`config.mk`:
```
export PLATFORM = sky130hd
export DESIGN_NAME = http_request_header_parser_flat
export DESIGN_NICKNAME = d
export VERILOG_FILES = /design/src/rtl/core/hrhp_pkg.sv /design/src/rtl/core/hrhp_if.sv /design/src/rtl/core/http_request_header_parser.sv /design/src/rtl/core/hrhp_parse_core.sv /design/src/rtl/core/hrhp_result_fifo.sv /design/src/flat_wrapper.sv
export VERILOG_INCLUDE_DIRS = /design/src /design/src/rtl/core
export SDC_FILE = /design/constraint.sdc
export NUM_CORES = 1
export LEC_CHECK = 0
export BUFFER_PORTS_ARGS = -buffer_cell sky130_fd_sc_hd__buf_4
export CAP_MARGIN = 20
export CELL_PAD_IN_SITES_DETAIL_PLACEMENT = 1
export CELL_PAD_IN_SITES_GLOBAL_PLACEMENT = 1
export CORE_ASPECT_RATIO = 0.6
export CORE_UTILIZATION = 38
export CTS_BUF_LIST = sky130_fd_sc_hd__clkbuf_4 sky130_fd_sc_hd__clkbuf_8
export DETAILED_ROUTE_END_ITERATION = 16
export GPL_TIMING_DRIVEN = 0
export PLACE_DENSITY_LB_ADDON = 0.1
export SYNTH_ARGS = -nofsm -noshare
export SYNTH_HDL_FRONTEND = slang
export SYNTH_SLANG_ARGS = --single-unit
```
`constraint.sdc`:
```
create_clock -name clk -period 4.9 [get_ports clk]
set_input_delay 0.49 -clock clk [delete_from_list [all_inputs] [get_ports clk]]
set_output_delay 0.49 -clock clk [all_outputs]
set_load 0.01 [all_outputs]
```
`src/rtl/core/http_request_header_parser_defines.svh`:
```
// Assertion macros shared by the parser RTL.
`ifndef HTTP_REQUEST_HEADER_PARSER_DEFINES_SVH
`define HTTP_REQUEST_HEADER_PARSER_DEFINES_SVH

// Same-cycle implication, disabled during reset
`define HRHP_ASSERT_IMPLIES(label, clk, rst_n, ante, cons, msg) \
    label: assert property (@(posedge clk) disable iff (!rst_n) (ante) |-> (cons)) \
        else $error(msg);

// Next-cycle implication, disabled during reset
`define HRHP_ASSERT_NEXT(label, clk, rst_n, ante, cons, msg) \
    label: assert property (@(posedge clk) disable iff (!rst_n) (ante) |=> (cons)) \
        else $error(msg);

`endif

```
`src/rtl/core/hrhp_pkg.sv`:
```
package hrhp_pkg;

    // Defaults for the top-level parameters
    localparam int MAX_HEADERS_DEF = 16;
    localparam int OFFSET_BITS_DEF = 16;
    // Table limit never exceeds what the 5-bit register can ask for
    localparam int MAX_HEADERS_CAP = 31;

    localparam logic [4:0] MAX_HEADERS_RESET = 5'd16;

    // Token shift register: last eight bytes, saturating byte count
    localparam int TOKEN_W = 64;
    localparam logic [3:0] TOKEN_CNT_MAX = 4'd15;

    // Result queue
    localparam int RES_DEPTH = 4;

    // Characters of interest
    localparam logic [7:0] CH_CR    = 8'h0D;
    localparam logic [7:0] CH_LF    = 8'h0A;
    localparam logic [7:0] CH_COLON = 8'h3A;
    localparam logic [7:0] CH_SPACE = 8'h20;

    typedef enum logic [2:0] {
        PH_METHOD,
        PH_PATH,
        PH_VERSION,
        PH_KEY,
        PH_VALUE,
        PH_DONE,
        PH_ERROR
    } phase_t;

    typedef enum logic [2:0] {
        EV_METHOD,
        EV_PATH,
        EV_VERSION,
        EV_KEY,
        EV_VALUE,
        EV_HEADERS_END,
        EV_ERROR,
        EV_EXHAUSTED
    } event_kind_t;

    // Error codes
    localparam logic [2:0] ERR_METHOD     = 3'd0;
    localparam logic [2:0] ERR_VERSION    = 3'd1;
    localparam logic [2:0] ERR_NO_ROOM    = 3'd2;
    localparam logic [2:0] ERR_TABLE_FULL = 3'd3;
    localparam logic [2:0] CODE_NONE      = 3'd0;

    // Method and version tokens, right-aligned, earliest byte highest
    localparam int METHOD_NUM  = 5;
    localparam int VERSION_NUM = 3;

    localparam logic [TOKEN_W-1:0] METHOD_TOK [METHOD_NUM] = '{
        64'("GET"), 64'("POST"), 64'("PUSH"), 64'("DELETE"), 64'("CONNECT")
    };
    localparam logic [3:0] METHOD_LEN [METHOD_NUM] = '{4'd3, 4'd4, 4'd4, 4'd6, 4'd7};

    localparam logic [TOKEN_W-1:0] VERSION_TOK [VERSION_NUM] = '{
        64'("HTTP/1.0"), 64'("HTTP/1.1"), 64'("HTTP/2.0")
    };
    localparam logic [3:0] VERSION_LEN [VERSION_NUM] = '{4'd8, 4'd8, 4'd8};

    typedef struct packed {
        logic       hit;
        logic [2:0] code;
    } match_t;

    // One result record
    typedef struct packed {
        event_kind_t kind;
        logic [2:0]  code;
        logic [15:0] start;
        logic [15:0] length;
        logic [4:0]  index;
        logic        last;
    } result_t;

    // Results produced by one byte, handed to the queue
    typedef struct packed {
        logic [1:0] count;
        result_t    rec0;
        result_t    rec1;
    } result_push_t;

    function automatic match_t match_method(logic [TOKEN_W-1:0] tok, logic [3:0] cnt);
        match_t m;
        m = '0;
        for (int k = 0; k < METHOD_NUM; k++) begin
            if (!m.hit && cnt == METHOD_LEN[k] && tok == METHOD_TOK[k]) begin
                m.hit  = 1'b1;
                m.code = 3'(k);
            end
        end
        return m;
    endfunction

    function automatic match_t match_version(logic [TOKEN_W-1:0] tok, logic [3:0] cnt);
        match_t m;
        m = '0;
        for (int k = 0; k < VERSION_NUM; k++) begin
            if (!m.hit && cnt == VERSION_LEN[k] && tok == VERSION_TOK[k]) begin
                m.hit  = 1'b1;
                m.code = 3'(k);
            end
        end
        return m;
    endfunction

    function automatic result_t make_rec(event_kind_t kind, logic [2:0] code,
                                         logic [15:0] start, logic [15:0] length,
                                         logic [4:0] index);
        result_t r;
        r.kind   = kind;
        r.code   = code;
        r.start  = start;
        r.length = length;
        r.index  = index;
        r.last   = 1'b0;
        return r;
    endfunction

endpackage

```
`src/rtl/core/hrhp_if.sv`:
```
// Request byte channel
interface hrhp_in_if;
    logic       valid;
    logic       ready;
    logic [7:0] data_byte;
    logic       last_byte;

    modport source (output valid, output data_byte, output last_byte, input ready);
    modport sink   (input valid, input data_byte, input last_byte, output ready);
endinterface

// Result record channel
interface hrhp_out_if;
    logic        valid;
    logic        ready;
    logic [2:0]  event_kind;
    logic [2:0]  kind_code;
    logic [15:0] field_start;
    logic [15:0] field_length;
    logic [4:0]  header_index;
    logic        last_result;

    modport source (output valid, output event_kind, output kind_code, output field_start,
                    output field_length, output header_index, output last_result,
                    input ready);
    modport sink   (input valid, input event_kind, input kind_code, input field_start,
                    input field_length, input header_index, input last_result,
                    output ready);
endinterface

// Configuration write channel (max_headers)
interface hrhp_cfg_if;
    logic       valid;
    logic       ready;
    logic [4:0] max_headers;

    modport source (output valid, output max_headers, input ready);
    modport sink   (input valid, input max_headers, output ready);
endinterface

```
`src/rtl/core/http_request_header_parser.sv`:
```
// HTTP/1 request header parser. Request bytes arrive on byte_stream, one per
// transaction, and each byte is held in an input register and parsed from
// there once the result queue has room, so a new byte can be accepted every
// clock while the queue keeps room. The only loop is the parser state
// register updated once per byte. A byte yields zero, one or two records
// (a field record, optionally followed by an error or buffer exhausted
// record); these go through a four-entry result queue that drives
// result_stream, so the sustained rate is one byte per cycle while the sink
// keeps up and while records average at most one per byte. A byte's first
// record passes through the input register and then the result queue before
// it appears on result_stream. max_headers is written on cfg, only while the
// parser is idle, a rule for the user that the block itself does not enforce;
// it resets to 16 and survives the restart that follows a byte flagged last_byte.
module http_request_header_parser #(
    parameter int MAX_HEADERS = hrhp_pkg::MAX_HEADERS_DEF,
    parameter int OFFSET_BITS = hrhp_pkg::OFFSET_BITS_DEF
) (
    input  logic       clk,
    input  logic       rst_n,
    hrhp_in_if.sink    byte_stream,
    hrhp_out_if.source result_stream,
    hrhp_cfg_if.sink   cfg
);
    import hrhp_pkg::*;

    logic [4:0]   max_headers_reg;
    logic         room;
    result_push_t push;

    // Configuration register, always writable
    assign cfg.ready = 1'b1;

    always_ff @(posedge clk or negedge rst_n)
    begin
        if (!rst_n)
        begin
            max_headers_reg <= MAX_HEADERS_RESET;
        end
        else if (cfg.valid)
        begin
            max_headers_reg <= cfg.max_headers;
        end
    end

    // Byte parser
    hrhp_parse_core #(
        .MAX_HEADERS (MAX_HEADERS),
        .OFFSET_BITS (OFFSET_BITS)
    ) u_parse_core (
        .clk         (clk),
        .rst_n       (rst_n),
        .byte_stream (byte_stream),
        .max_headers (max_headers_reg),
        .room        (room),
        .push        (push)
    );

    // Result queue
    hrhp_result_fifo u_result_fifo (
        .clk           (clk),
        .rst_n         (rst_n),
        .push          (push),
        .room          (room),
        .result_stream (result_stream)
    );

endmodule

```
`src/rtl/core/hrhp_parse_core.sv`:
```
`include "http_request_header_parser_defines.svh"

module hrhp_parse_core #(
    parameter int MAX_HEADERS = hrhp_pkg::MAX_HEADERS_DEF,
    parameter int OFFSET_BITS = hrhp_pkg::OFFSET_BITS_DEF
) (
    input  logic                  clk,
    input  logic                  rst_n,
    hrhp_in_if.sink               byte_stream,
    input  logic [4:0]            max_headers,
    input  logic                  room,
    output hrhp_pkg::result_push_t push
);
    import hrhp_pkg::*;

    localparam int LIMIT_CAP = (MAX_HEADERS > MAX_HEADERS_CAP) ? MAX_HEADERS_CAP : MAX_HEADERS;
    localparam logic [4:0] LIMIT_MAX = 5'(LIMIT_CAP);

    // Input register
    logic       in_valid_reg;
    logic [7:0] in_byte_reg;
    logic       in_last_reg;
    logic       proc;

    // Parser state
    phase_t                 phase_reg, phase_next;
    logic [OFFSET_BITS-1:0] pos_reg, pos_next;
    logic [OFFSET_BITS-1:0] ts_reg, ts_next;
    logic [TOKEN_W-1:0]     tok_reg, tok_next;
    logic [3:0]             cnt_reg, cnt_next;
    logic                   cs_reg, cs_next;
    logic [4:0]             entry_reg, entry_next;
    logic                   vb_reg, vb_next;

    // Datapath intermediates
    logic [7:0]             b;
    logic [OFFSET_BITS-1:0] nxt;
    logic [OFFSET_BITS-1:0] len_a;
    logic [OFFSET_BITS-1:0] len_b;
    logic [4:0]             limit;
    logic [4:0]             entry_inc;
    logic                   cr_phase;
    logic                   line_end;
    logic                   push_cr;
    logic [TOKEN_W-1:0]     tok_cr;
    logic [3:0]             cnt_cr;
    match_t                 m;
    logic                   prim_v, err_v, exh_v;
    result_t                prim, err, exh;
    logic [1:0]             n_res;

    assign proc              = in_valid_reg && room;
    assign byte_stream.ready = !in_valid_reg || proc;

    // Input register: refilled when empty or when the held byte moves on
    always_ff @(posedge clk or negedge rst_n)
    begin
        if (!rst_n)
        begin
            in_valid_reg <= 1'b0;
        end
        else if (byte_stream.ready)
        begin
            in_valid_reg <= byte_stream.valid;
        end
    end

    always_ff @(posedge clk)
    begin
        if (byte_stream.valid && byte_stream.ready)
        begin
            in_byte_reg <= byte_stream.data_byte;
            in_last_reg <= byte_stream.last_byte;
        end
    end

    assign b         = in_byte_reg;
    assign nxt       = pos_reg + OFFSET_BITS'(1);
    assign len_a     = pos_reg - ts_reg;
    assign len_b     = pos_reg - ts_reg - OFFSET_BITS'(1);
    assign limit     = (max_headers < LIMIT_MAX) ? max_headers : LIMIT_MAX;
    assign entry_inc = entry_reg + 5'd1;

    // CR LF detection, CR possibly held from the previous byte
    assign cr_phase = (phase_reg == PH_VERSION) || (phase_reg == PH_KEY) ||
                      (phase_reg == PH_VALUE);
    assign line_end = cr_phase && cs_reg && (b == CH_LF);
    assign push_cr  = cr_phase && cs_reg && (b != CH_LF);
    assign tok_cr   = push_cr ? {tok_reg[TOKEN_W-9:0], CH_CR} : tok_reg;
    assign cnt_cr   = (push_cr && cnt_reg != TOKEN_CNT_MAX) ? cnt_reg + 4'd1 : cnt_reg;

    // Next state and results for the held byte
    always_comb
    begin
        phase_next = phase_reg;
        ts_next    = ts_reg;
        tok_next   = tok_reg;
        cnt_next   = cnt_reg;
        cs_next    = cs_reg;
        entry_next = entry_reg;
        vb_next    = vb_reg;
        pos_next   = nxt;
        m          = '0;
        prim_v     = 1'b0;
        err_v      = 1'b0;
        prim       = '0;
        err        = make_rec(EV_ERROR, CODE_NONE, 16'(pos_reg), 16'd0, 5'd0);
        exh        = make_rec(EV_EXHAUSTED, CODE_NONE, 16'(nxt), 16'd0, 5'd0);

        if (cr_phase)
        begin
            cs_next = !line_end && (b == CH_CR);
        end

        case (phase_reg)
            PH_METHOD:
            begin
                if (b == CH_SPACE)
                begin
                    m      = match_method(tok_reg, cnt_reg);
                    prim_v = 1'b1;
                    if (!m.hit)
                    begin
                        prim       = make_rec(EV_ERROR, ERR_METHOD, 16'(pos_reg), 16'd0, 5'd0);
                        phase_next = PH_ERROR;
                    end
                    else
                    begin
                        prim       = make_rec(EV_METHOD, m.code, 16'(ts_reg), 16'(len_a), 5'd0);
                        phase_next = PH_PATH;
                        ts_next    = nxt;
                    end
                    tok_next = '0;
                    cnt_next = '0;
                    cs_next  = 1'b0;
                end
                else
                begin
                    tok_next = {tok_reg[TOKEN_W-9:0], b};
                    cnt_next = (cnt_reg != TOKEN_CNT_MAX) ? cnt_reg + 4'd1 : cnt_reg;
                end
            end
            PH_PATH:
            begin
                if (b == CH_SPACE)
                begin
                    prim_v     = 1'b1;
                    prim       = make_rec(EV_PATH, CODE_NONE, 16'(ts_reg), 16'(len_a), 5'd0);
                    phase_next = PH_VERSION;
                    ts_next    = nxt;
                    tok_next   = '0;
                    cnt_next   = '0;
                    cs_next    = 1'b0;
                end
            end
            PH_VERSION:
            begin
                if (line_end)
                begin
                    m      = match_version(tok_reg, cnt_reg);
                    prim_v = 1'b1;
                    if (!m.hit)
                    begin
                        prim = make_rec(EV_ERROR, ERR_VERSION, 16'(pos_reg), 16'd0, 5'd0);
                        phase_next = PH_ERROR;
                    end
                    else
                    begin
                        prim = make_rec(EV_VERSION, m.code, 16'(ts_reg), 16'(len_b), 5'd0);
                        entry_next = 5'd0;
                        if (limit == 5'd0)
                        begin
                            err_v      = 1'b1;
                            err.code   = ERR_NO_ROOM;
                            phase_next = PH_ERROR;
                        end
                        else
                        begin
                            phase_next = PH_KEY;
                            ts_next    = nxt;
                        end
                    end
                    tok_next = '0;
                    cnt_next = '0;
                    cs_next  = 1'b0;
                end
                else if (b != CH_CR)
                begin
                    tok_next = {tok_cr[TOKEN_W-9:0], b};
                    cnt_next = (cnt_cr != TOKEN_CNT_MAX) ? cnt_cr + 4'd1 : cnt_cr;
                end
                else
                begin
                    tok_next = tok_cr;
                    cnt_next = cnt_cr;
                end
            end
            PH_KEY:
            begin
                if (line_end)
                begin
                    prim_v     = 1'b1;
                    prim       = make_rec(EV_HEADERS_END, CODE_NONE, 16'(nxt), 16'd0, entry_reg);
                    phase_next = PH_DONE;
                end
                else if (b == CH_COLON)
                begin
                    prim_v     = 1'b1;
                    prim       = make_rec(EV_KEY, CODE_NONE, 16'(ts_reg), 16'(len_a), entry_reg);
                    phase_next = PH_VALUE;
                    ts_next    = nxt;
                    vb_next    = 1'b0;
                    cs_next    = 1'b0;
                end
            end
            PH_VALUE:
            begin
                if (line_end)
                begin
                    prim_v     = 1'b1;
                    prim       = make_rec(EV_VALUE, CODE_NONE, 16'(ts_reg), 16'(len_b), entry_reg);
                    entry_next = entry_inc;
                    if (entry_inc >= limit)
                    begin
                        err_v      = 1'b1;
                        err.code   = ERR_TABLE_FULL;
                        phase_next = PH_ERROR;
                    end
                    else
                    begin
                        phase_next = PH_KEY;
                        ts_next    = nxt;
                    end
                end
                else if (b == CH_SPACE && !vb_reg)
                begin
                    // leading value space: value starts later
                    ts_next = nxt;
                end
                else
                begin
                    vb_next = 1'b1;
                end
            end
            default:
            begin
            end
        endcase

        // End of buffer: report an open parse, then start afresh
        exh_v = in_last_reg && (phase_next != PH_DONE) && (phase_next != PH_ERROR);
        if (in_last_reg)
        begin
            phase_next = PH_METHOD;
            pos_next   = '0;
            ts_next    = '0;
            tok_next   = '0;
            cnt_next   = '0;
            cs_next    = 1'b0;
            entry_next = 5'd0;
            vb_next    = 1'b0;
        end
    end

    // Order results and mark the final one
    always_comb
    begin
        n_res     = 2'(prim_v) + 2'(err_v) + 2'(exh_v);
        push.rec0 = prim_v ? prim : exh;
        push.rec1 = err_v ? err : exh;
        push.rec0.last = (n_res == 2'd1);
        push.rec1.last = 1'b1;
        push.count = proc ? n_res : 2'd0;
    end

    // State registers advance once per processed byte
    always_ff @(posedge clk or negedge rst_n)
    begin
        if (!rst_n)
        begin
            phase_reg <= PH_METHOD;
            pos_reg   <= '0;
            ts_reg    <= '0;
            tok_reg   <= '0;
            cnt_reg   <= '0;
            cs_reg    <= 1'b0;
            entry_reg <= 5'd0;
            vb_reg    <= 1'b0;
        end
        else if (proc)
        begin
            phase_reg <= phase_next;
            pos_reg   <= pos_next;
            ts_reg    <= ts_next;
            tok_reg   <= tok_next;
            cnt_reg   <= cnt_next;
            cs_reg    <= cs_next;
            entry_reg <= entry_next;
            vb_reg    <= vb_next;
        end
    end

    `HRHP_ASSERT_IMPLIES(a_silent_after_end, clk, rst_n, proc && !in_last_reg && (phase_reg == PH_DONE || phase_reg == PH_ERROR), push.count == 2'd0, "result after headers end or error")
    `HRHP_ASSERT_NEXT(a_restart_after_last, clk, rst_n, proc && in_last_reg, phase_reg == PH_METHOD && pos_reg == '0, "parse not restarted after last byte")

endmodule

```
`src/rtl/core/hrhp_result_fifo.sv`:
```
`include "http_request_header_parser_defines.svh"

module hrhp_result_fifo (
    input  logic                   clk,
    input  logic                   rst_n,
    input  hrhp_pkg::result_push_t push,
    output logic                   room,
    hrhp_out_if.source             result_stream
);
    import hrhp_pkg::*;

    localparam int PTR_W = $clog2(RES_DEPTH);
    localparam int CNT_W = PTR_W + 1;

    result_t              mem_reg [RES_DEPTH];
    logic [PTR_W-1:0]     wr_ptr_reg, wr_ptr_next;
    logic [PTR_W-1:0]     rd_ptr_reg, rd_ptr_next;
    logic [CNT_W-1:0]     count_reg, count_next;
    logic                 pop;
    logic [CNT_W-1:0]     count_after_pop;
    result_t              head;

    assign pop             = (count_reg != '0) && result_stream.ready;
    assign count_after_pop = count_reg - CNT_W'(pop);
    // Space for the worst case of two results from one byte
    assign room            = count_after_pop <= CNT_W'(RES_DEPTH - 2);

    assign wr_ptr_next = wr_ptr_reg + PTR_W'(push.count);
    assign rd_ptr_next = rd_ptr_reg + PTR_W'(pop);
    assign count_next  = count_after_pop + CNT_W'(push.count);

    // Pointers and fill level
    always_ff @(posedge clk or negedge rst_n)
    begin
        if (!rst_n)
        begin
            wr_ptr_reg <= '0;
            rd_ptr_reg <= '0;
            count_reg  <= '0;
        end
        else
        begin
            wr_ptr_reg <= wr_ptr_next;
            rd_ptr_reg <= rd_ptr_next;
            count_reg  <= count_next;
        end
    end

    // Record storage
    always_ff @(posedge clk)
    begin
        if (push.count != 2'd0)
        begin
            mem_reg[wr_ptr_reg] <= push.rec0;
        end
        if (push.count == 2'd2)
        begin
            mem_reg[wr_ptr_reg + PTR_W'(1)] <= push.rec1;
        end
    end

    // Head of queue drives the result channel
    assign head                       = mem_reg[rd_ptr_reg];
    assign result_stream.valid        = count_reg != '0;
    assign result_stream.event_kind   = head.kind;
    assign result_stream.kind_code    = head.code;
    assign result_stream.field_start  = head.start;
    assign result_stream.field_length = head.length;
    assign result_stream.header_index = head.index;
    assign result_stream.last_result  = head.last;

    `HRHP_ASSERT_IMPLIES(a_push_needs_room, clk, rst_n, push.count != 2'd0, room, "result pushed without room")
    `HRHP_ASSERT_IMPLIES(a_count_bound, clk, rst_n, 1'b1, count_reg <= CNT_W'(RES_DEPTH), "result queue overflow")

endmodule

```
`src/flat_wrapper.sv`:
```
// flat-port wrapper written by rule: the top's interface ports become plain ports
module http_request_header_parser_flat import hrhp_pkg::*;
#(
    parameter int MAX_HEADERS = hrhp_pkg::MAX_HEADERS_DEF,
    parameter int OFFSET_BITS = hrhp_pkg::OFFSET_BITS_DEF
)
  (clk, rst_n, byte_stream_valid, byte_stream_data_byte, byte_stream_last_byte, byte_stream_ready, result_stream_valid, result_stream_event_kind, result_stream_kind_code, result_stream_field_start, result_stream_field_length, result_stream_header_index, result_stream_last_result, result_stream_ready, cfg_valid, cfg_max_headers, cfg_ready);
  hrhp_in_if byte_stream_i ();
  hrhp_out_if result_stream_i ();
  hrhp_cfg_if cfg_i ();
  input  logic clk;
  input  logic rst_n;
  input wire logic [$bits(byte_stream_i.valid)-1:0] byte_stream_valid;
  input wire logic [$bits(byte_stream_i.data_byte)-1:0] byte_stream_data_byte;
  input wire logic [$bits(byte_stream_i.last_byte)-1:0] byte_stream_last_byte;
  output wire logic [$bits(byte_stream_i.ready)-1:0] byte_stream_ready;
  output wire logic [$bits(result_stream_i.valid)-1:0] result_stream_valid;
  output wire logic [$bits(result_stream_i.event_kind)-1:0] result_stream_event_kind;
  output wire logic [$bits(result_stream_i.kind_code)-1:0] result_stream_kind_code;
  output wire logic [$bits(result_stream_i.field_start)-1:0] result_stream_field_start;
  output wire logic [$bits(result_stream_i.field_length)-1:0] result_stream_field_length;
  output wire logic [$bits(result_stream_i.header_index)-1:0] result_stream_header_index;
  output wire logic [$bits(result_stream_i.last_result)-1:0] result_stream_last_result;
  input wire logic [$bits(result_stream_i.ready)-1:0] result_stream_ready;
  input wire logic [$bits(cfg_i.valid)-1:0] cfg_valid;
  input wire logic [$bits(cfg_i.max_headers)-1:0] cfg_max_headers;
  output wire logic [$bits(cfg_i.ready)-1:0] cfg_ready;
  assign byte_stream_i.valid = byte_stream_valid;
  assign byte_stream_i.data_byte = byte_stream_data_byte;
  assign byte_stream_i.last_byte = byte_stream_last_byte;
  assign byte_stream_ready = byte_stream_i.ready;
  assign result_stream_valid = result_stream_i.valid;
  assign result_stream_event_kind = result_stream_i.event_kind;
  assign result_stream_kind_code = result_stream_i.kind_code;
  assign result_stream_field_start = result_stream_i.field_start;
  assign result_stream_field_length = result_stream_i.field_length;
  assign result_stream_header_index = result_stream_i.header_index;
  assign result_stream_last_result = result_stream_i.last_result;
  assign result_stream_i.ready = result_stream_ready;
  assign cfg_i.valid = cfg_valid;
  assign cfg_i.max_headers = cfg_max_headers;
  assign cfg_ready = cfg_i.ready;
  http_request_header_parser #(.MAX_HEADERS(MAX_HEADERS), .OFFSET_BITS(OFFSET_BITS)) u_core (.clk(clk), .rst_n(rst_n), .byte_stream(byte_stream_i), .result_stream(result_stream_i), .cfg(cfg_i));
endmodule
```
# After elaboration in Yosys (flattened, before gate mapping)
# Memory sizes are Yosys's and may differ from the RTL's.
# Cells that the tools add are included.
[op_classes]
add_sub_neg = 13
order_cmp = 3
eq_ne = 44
muxes = 118
n_reduce_logical = 53
[ops]
columns = ["operator", "n"]
rows = [
  ["two-way mux 64 bit", 6],
  ["two-way mux 44 bit", 7],
  ["case mux 44 bit (5 select lines)", 1],
  ["two-way mux 16 bit", 13],
  ["equality test 64 x 63 -> 1 bit, second input constant", 3],
  ["case mux 64 bit (3 select lines)", 1],
  ["equality test 64 x 31 -> 1 bit, second input constant", 2],
  ["two-way mux 4 bit", 32],
  ["two-way mux 42 bit", 2],
  ["case mux 16 bit (5 select lines)", 1],
  ["equality test 64 x 23 -> 1 bit, second input constant", 1],
  ["equality test 64 x 47 -> 1 bit, second input constant", 1],
  ["equality test 64 x 55 -> 1 bit, second input constant", 1],
  ["two-way mux 43 bit", 1],
  ["two-way mux 3 bit", 11],
  ["inequality test 3 bit, second input constant", 11],
  ["logical AND 1 bit", 25],
  ["two-way mux 5 bit", 5],
  ["two-way mux 1 bit", 24],
  ["adder 16 x 1 -> 16 bit, second input constant", 1],
  ["equality test 8 x 4 -> 1 bit, second input constant", 2],
  ["equality test 8 x 6 -> 1 bit, second input constant", 2],
  ["inequality test 4 bit, second input constant", 4],
  ["inequality test 8 x 4 -> 1 bit, second input constant", 2],
  ["other kinds (45)", 72],
]
[totals]
ff_bits = 132
mem_bits_rw = 176
inputBits = 19
elab_cells = 248
mem_count = 1
[mem_list]
columns = ["memory", "depth", "width", "rd", "rd_ports_with_merged_regs", "write_ports", "line", "rtl"]
rows = [
  ["u_core.u_result_fifo.mem_reg", 4, 44, 1, 0, 2, "hrhp_result_fifo.sv:15", "result_t mem_reg [RES_DEPTH];"],
]

# Depth between registers and ports, before layout
[logic_depth]
word_depth = 40
ltp_mapped = 20
depth_no_buf = 19

# Modules after synthesis
# A second synthesis with hierarchy kept.
[unflattened]
cells_unflattened = 1809
area_unflattened_um2 = 19382.3
[modules_own_cells]
columns = ["module", "n_inst", "cells_per_inst", "area_each_um2", "seq_area_each_um2"]
rows = [
  ["hrhp_parse_core", 1, 1325, 10102.2, 3047.9],
  ["hrhp_result_fifo", 1, 472, 9086.2, 5460.2],
  ["http_request_header_parser", 1, 12, 193.9, 126.4],
]

# Worst setup path before layout
# No wires, ideal clock.
[synth_timing]
path_kind = "flip-flop to flip-flop"
startpoint = "register u_core.u_parse_core.tok_reg[36]"
endpoint = "memory u_core.u_result_fifo.mem_reg[0][22] in the netlist's numbering, enable pin"
setup_ps = 376
t_arrival_ps = 4090
t_required_ps = 4524
path_slack_ps = 434
path_stages_with_launch = 15
path_buffers = 1
period_less_slack_ps = 4466
cell_sequence = "dfrtp_1 -> nand2_1 -> or4_1 -> nor4_2 -> nand4b_1 -> or3_1 -> a21oi_4 -> inv_1 -> fa_1 -> nor2_1 -> nor2_1 -> nor3_1 -> clkbuf_1 -> nor2_1 -> inv_1"
[synth_lines]
columns = ["item", "line", "rtl"]
rows = [
  ["from (decl)", "hrhp_parse_core.sv:29", "logic [TOKEN_W-1:0] tok_reg, tok_next;"],
  ["from (signal assigned)", "hrhp_parse_core.sv:295", "tok_reg <= tok_next;"],
  ["to (decl)", "hrhp_result_fifo.sv:15", ""],
]

==> summary.txt <==
Status
  – Status: finished with violations
  – Failing checks: negative setup slack

Timing
  – Least-Margin Pin Slew: 1.43 ns
  – Max Freq: 202 MHz
  – Final setup vio count: 7
  – Worst Skew: 0.0447 ns
  – Setup TNS: -0.196 ns
  – Min cycle time layout: 4.95 ns
  – Slew HR: 4.58%
  – Hold Violations, Final: 0
  – Minimum setup slack in the final design: -0.0524 ns
  – Pins Over Slew Limit: 0
  – Period Utilization, post-route: 101%

Finish
  – Share of cells above drive strength 1: 16.7%
  – Nets: 2177
  – Synth-to-layout area growth: 17.4%
  – Most frequent cells in the layout: 269 x nand2_1, 192 x o21ai_0, 151 x nor2_1
  – Fin area: 0.0211 mm2
  – Largest register FFs: 176
  – Ant diodes: 0
  – Most common cell after layout, fill and taps aside: nand2_1

Global route
  – First-pass GRT wire length: 115 mm
  – GRT Util Overall: 32.7%
  – Most used routing layer: met1
  – Met3 Use GR: 13.7%
  – Met1 GRT Util: 53.2%
  – Grt ovf: 0
  – Largest net degree at the start of global routing: 89
  – Vias in the first global route: 16900
  – Initial antenna violation count: 2
  – GR Layer Usage met2: 38.4%

Route
  – Via Count: 17800
  – Initial DRC Count: 2142
  – DR WL/cell: 28.3 um
  – Final WL: 79.0 mm
  – Vias per inst: 6.37
  – Antenna-violating nets left: 0
  – Drc violations: 0
  – DRT Pass-1 Iters: 5

Clocking
  – CTS Root Cell: clkbuf_8
  – Clock tree from TritonCTS: done
  – Count of clock tree sinks: 308
  – Reg clk slew, reported paths: 0.06 ns
  – CTS Buf Count: 51
  – Clk buf depth: 3
  – H-Tree Depth: 2
  – Worst-skew pair later-pin latency: 0.67 ns

Logic synthesis
  – FFs w/ async S/R, synth: 39.9%
  – Post-synth top flop: dfrtp_1
  – Syn Nets: 2021
  – Synth unique cells: 88
  – Seq cells post-synth: 308
  – Avg Inst Size Synth: 9.15 um2
  – Yosys warning count: 0
  – Cell Area, Synth: 0.0180 mm2
  – Syn Inst Count: 1967
  – EDFF count, synth: 85
  – Register area share after synthesis: 42.4%

Setup path
  – R2R cell count: 14
  – CP peak stage delay: 0.76 ns
  – Slowest-stage cell, CP: dfrtp_1
  – Setup CP Type: reg -> reg
  – CP endpoint kind: register
  – Critical-path maximum fanout: 10
  – Critical path's top delay family: simple AND/OR/NAND/NOR gates
  – Reg2Reg Setup Slack: -0.05 ns
  – Element type at the critical path start: register
  – Crit path depth: 14
  – Worst path most repeated cell: nand2_1
  – Crit-path cells: and4b_1 > nand4_1 > o32ai_4 > a32oi_2 > nand2_1 > nand2_1 > o211ai_1 > xnor2_1 > o21ai_2 > fa_2 > and2_1 > nand2_1 > clkbuf_1 > o22ai_1
  – Worst Path Arrival: 5.30 ns
  – Worst Path Buf+Inv: 1
  – Req. time, crit path: 5.25 ns

Power
  – Power density of the placed cells: 605 mW/mm2
  – Max IR drop VDD: 0.238 mV
  – Leak: 7.92 nW

Placement
  – Port bufs: 64
  – DP HPWL: 59.7 mm
  – Cell Area, Placed: 0.0193 mm2
  – Routability cong.: 0.966

Floorplanning
  – Die Footprint: 0.0482 mm2
  – Die X: 283 um
  – I/O pin count: 66
  – # rows: 61
  – Core area: 0.0465 mm2
  – Initial core utilization: 38.7%
  – DIE HEIGHT: 171 um

Flow run
  – Maxcap violations: 0

Hold path
  – WHS Path Cells: 2
  – Hold Path Class: in -> reg
[through the flow]
stage | hold WS, ns | setup WS [ns] | utilization, % | power [mW] | cells
detailed placement | 0.424 | -1.94 | 41.6 | 9.80 | 2664
finish | 0.0385 | -0.0524 | 45.4 | 12.8 | 2795
global placement | 0.430 | -2.38 | 41.4 | 9.64 | 2661
floorplan | 0.194 | 0.434 | - | 7.32 | 1967
CTS | 0.0149 | 0.0000995 | 44.8 | 12.4 | 2785
global route | 0.0430 | -0.0371 | 45.4 | 13.4 | 2795
[path summary, 6_finish.rpt]
kind | from | to
max reg2reg | u_core.u_parse_core.tok_reg[10] | u_core.u_result_fifo.mem_reg[2][26]
min reg2reg | u_core.u_result_fifo.mem_reg[0][10] | u_core.u_result_fifo.mem_reg[0][10]
min | cfg_valid | u_core.max_headers_reg[4]
max in group asynchronous | rst_n | u_core.u_parse_core.pos_reg[15]
min in group asynchronous | rst_n | u_core.u_result_fifo.wr_ptr_reg[0]
max | u_core.u_parse_core.tok_reg[10] | u_core.u_result_fifo.mem_reg[2][26]
[synthesized netlist by cell type (all sizes together), types with 16 or more instances]
library cell	number	share of area, %
nand2	269	5.6
o21ai	195	5.4
nor2	165	3.5
dfrtp	122	17
clkbuf	119	2.5
dfxtp	100	11
a21oi	90	2.6
edfxtp	85	14
o22ai	64	2.2
inv	45	0.94
mux4	44	5.5
nor3	40	1.1
a22o	37	1.8
o221ai	37	1.8
xnor2	37	1.8
nand4	35	1.2
nand3	33	0.92
ha	32	2.2
a22oi	31	1.3
nor4	27	1.0
nor2b	24	0.83
buf	23	0.59
xor2	21	1.0
a21o	19	0.79
and3	17	0.59
o22a	17	0.83
a221o	16	0.89
a2bb2oi	16	0.78
and2	16	0.56
[cell families (layout without fill, tap and decap cells)]
group	Yosys count	after routing	share of synthesized area (%)
flops	308	308	42.4
mux	63	63	6.63
other cells	1	1	0.0208
simple gates	702	702	18.9
xor+xnor	58	58	2.82
fa+ha+maj	35	35	2.56
buf+inv	187	385	4.02
compound gates	613	613	22.6
[metal layers]
metal | vias up | part of all wire, %
met2 | 989 | 35
li1 | 7715 | -
met1 | 8981 | 49
met3 | 114 | 15
met5 | - | 0.014
met4 | 2 | 1.5
[layout make-up]
type	count	area, um2
fill	5334	25400
multi-input combinational	1472	9950
sequential	308	7640
timing repair buffer	112	927
clock buffer	65	832
tap	630	788
buffer	130	552
clock inverter	30	223
inverter	45	184
timing repair inverter	3	22.5
[worst reg2reg max path: cells and delay by family (launching register included)]
family,cells,cell delay (ns)
buffers and inverters,1,0.59
AO/OA/AOI/OAI,5,1.20
AND/OR/NAND/NOR,6,1.35
XOR/XNOR,1,0.17
adder cells (fa/ha/maj),1,0.57
flip-flops,1,0.76
[where the power goes]
group / leakage, nW / total, mW / switching (mW) / internal [mW]
clock: 0.559 / 2.45 / 1.21 / 1.24
sequential: 3.21 / 3.87 / 0.710 / 3.16
combinational: 4.15 / 6.47 / 4.34 / 2.13
total: 7.92 / 12.8 / 6.26 / 6.53
[repair_timing]
action,4_1_cts,5_1_grt
endpoints found under the setup margin,255,252
buffers inserted,21,12
gates cloned,3,0
endpoints found under the hold margin,44,0
hold buffers,10,0
pin swaps,4,13
gates resized for setup,61,63
Note: power is estimated with default switching activity, not from simulation.
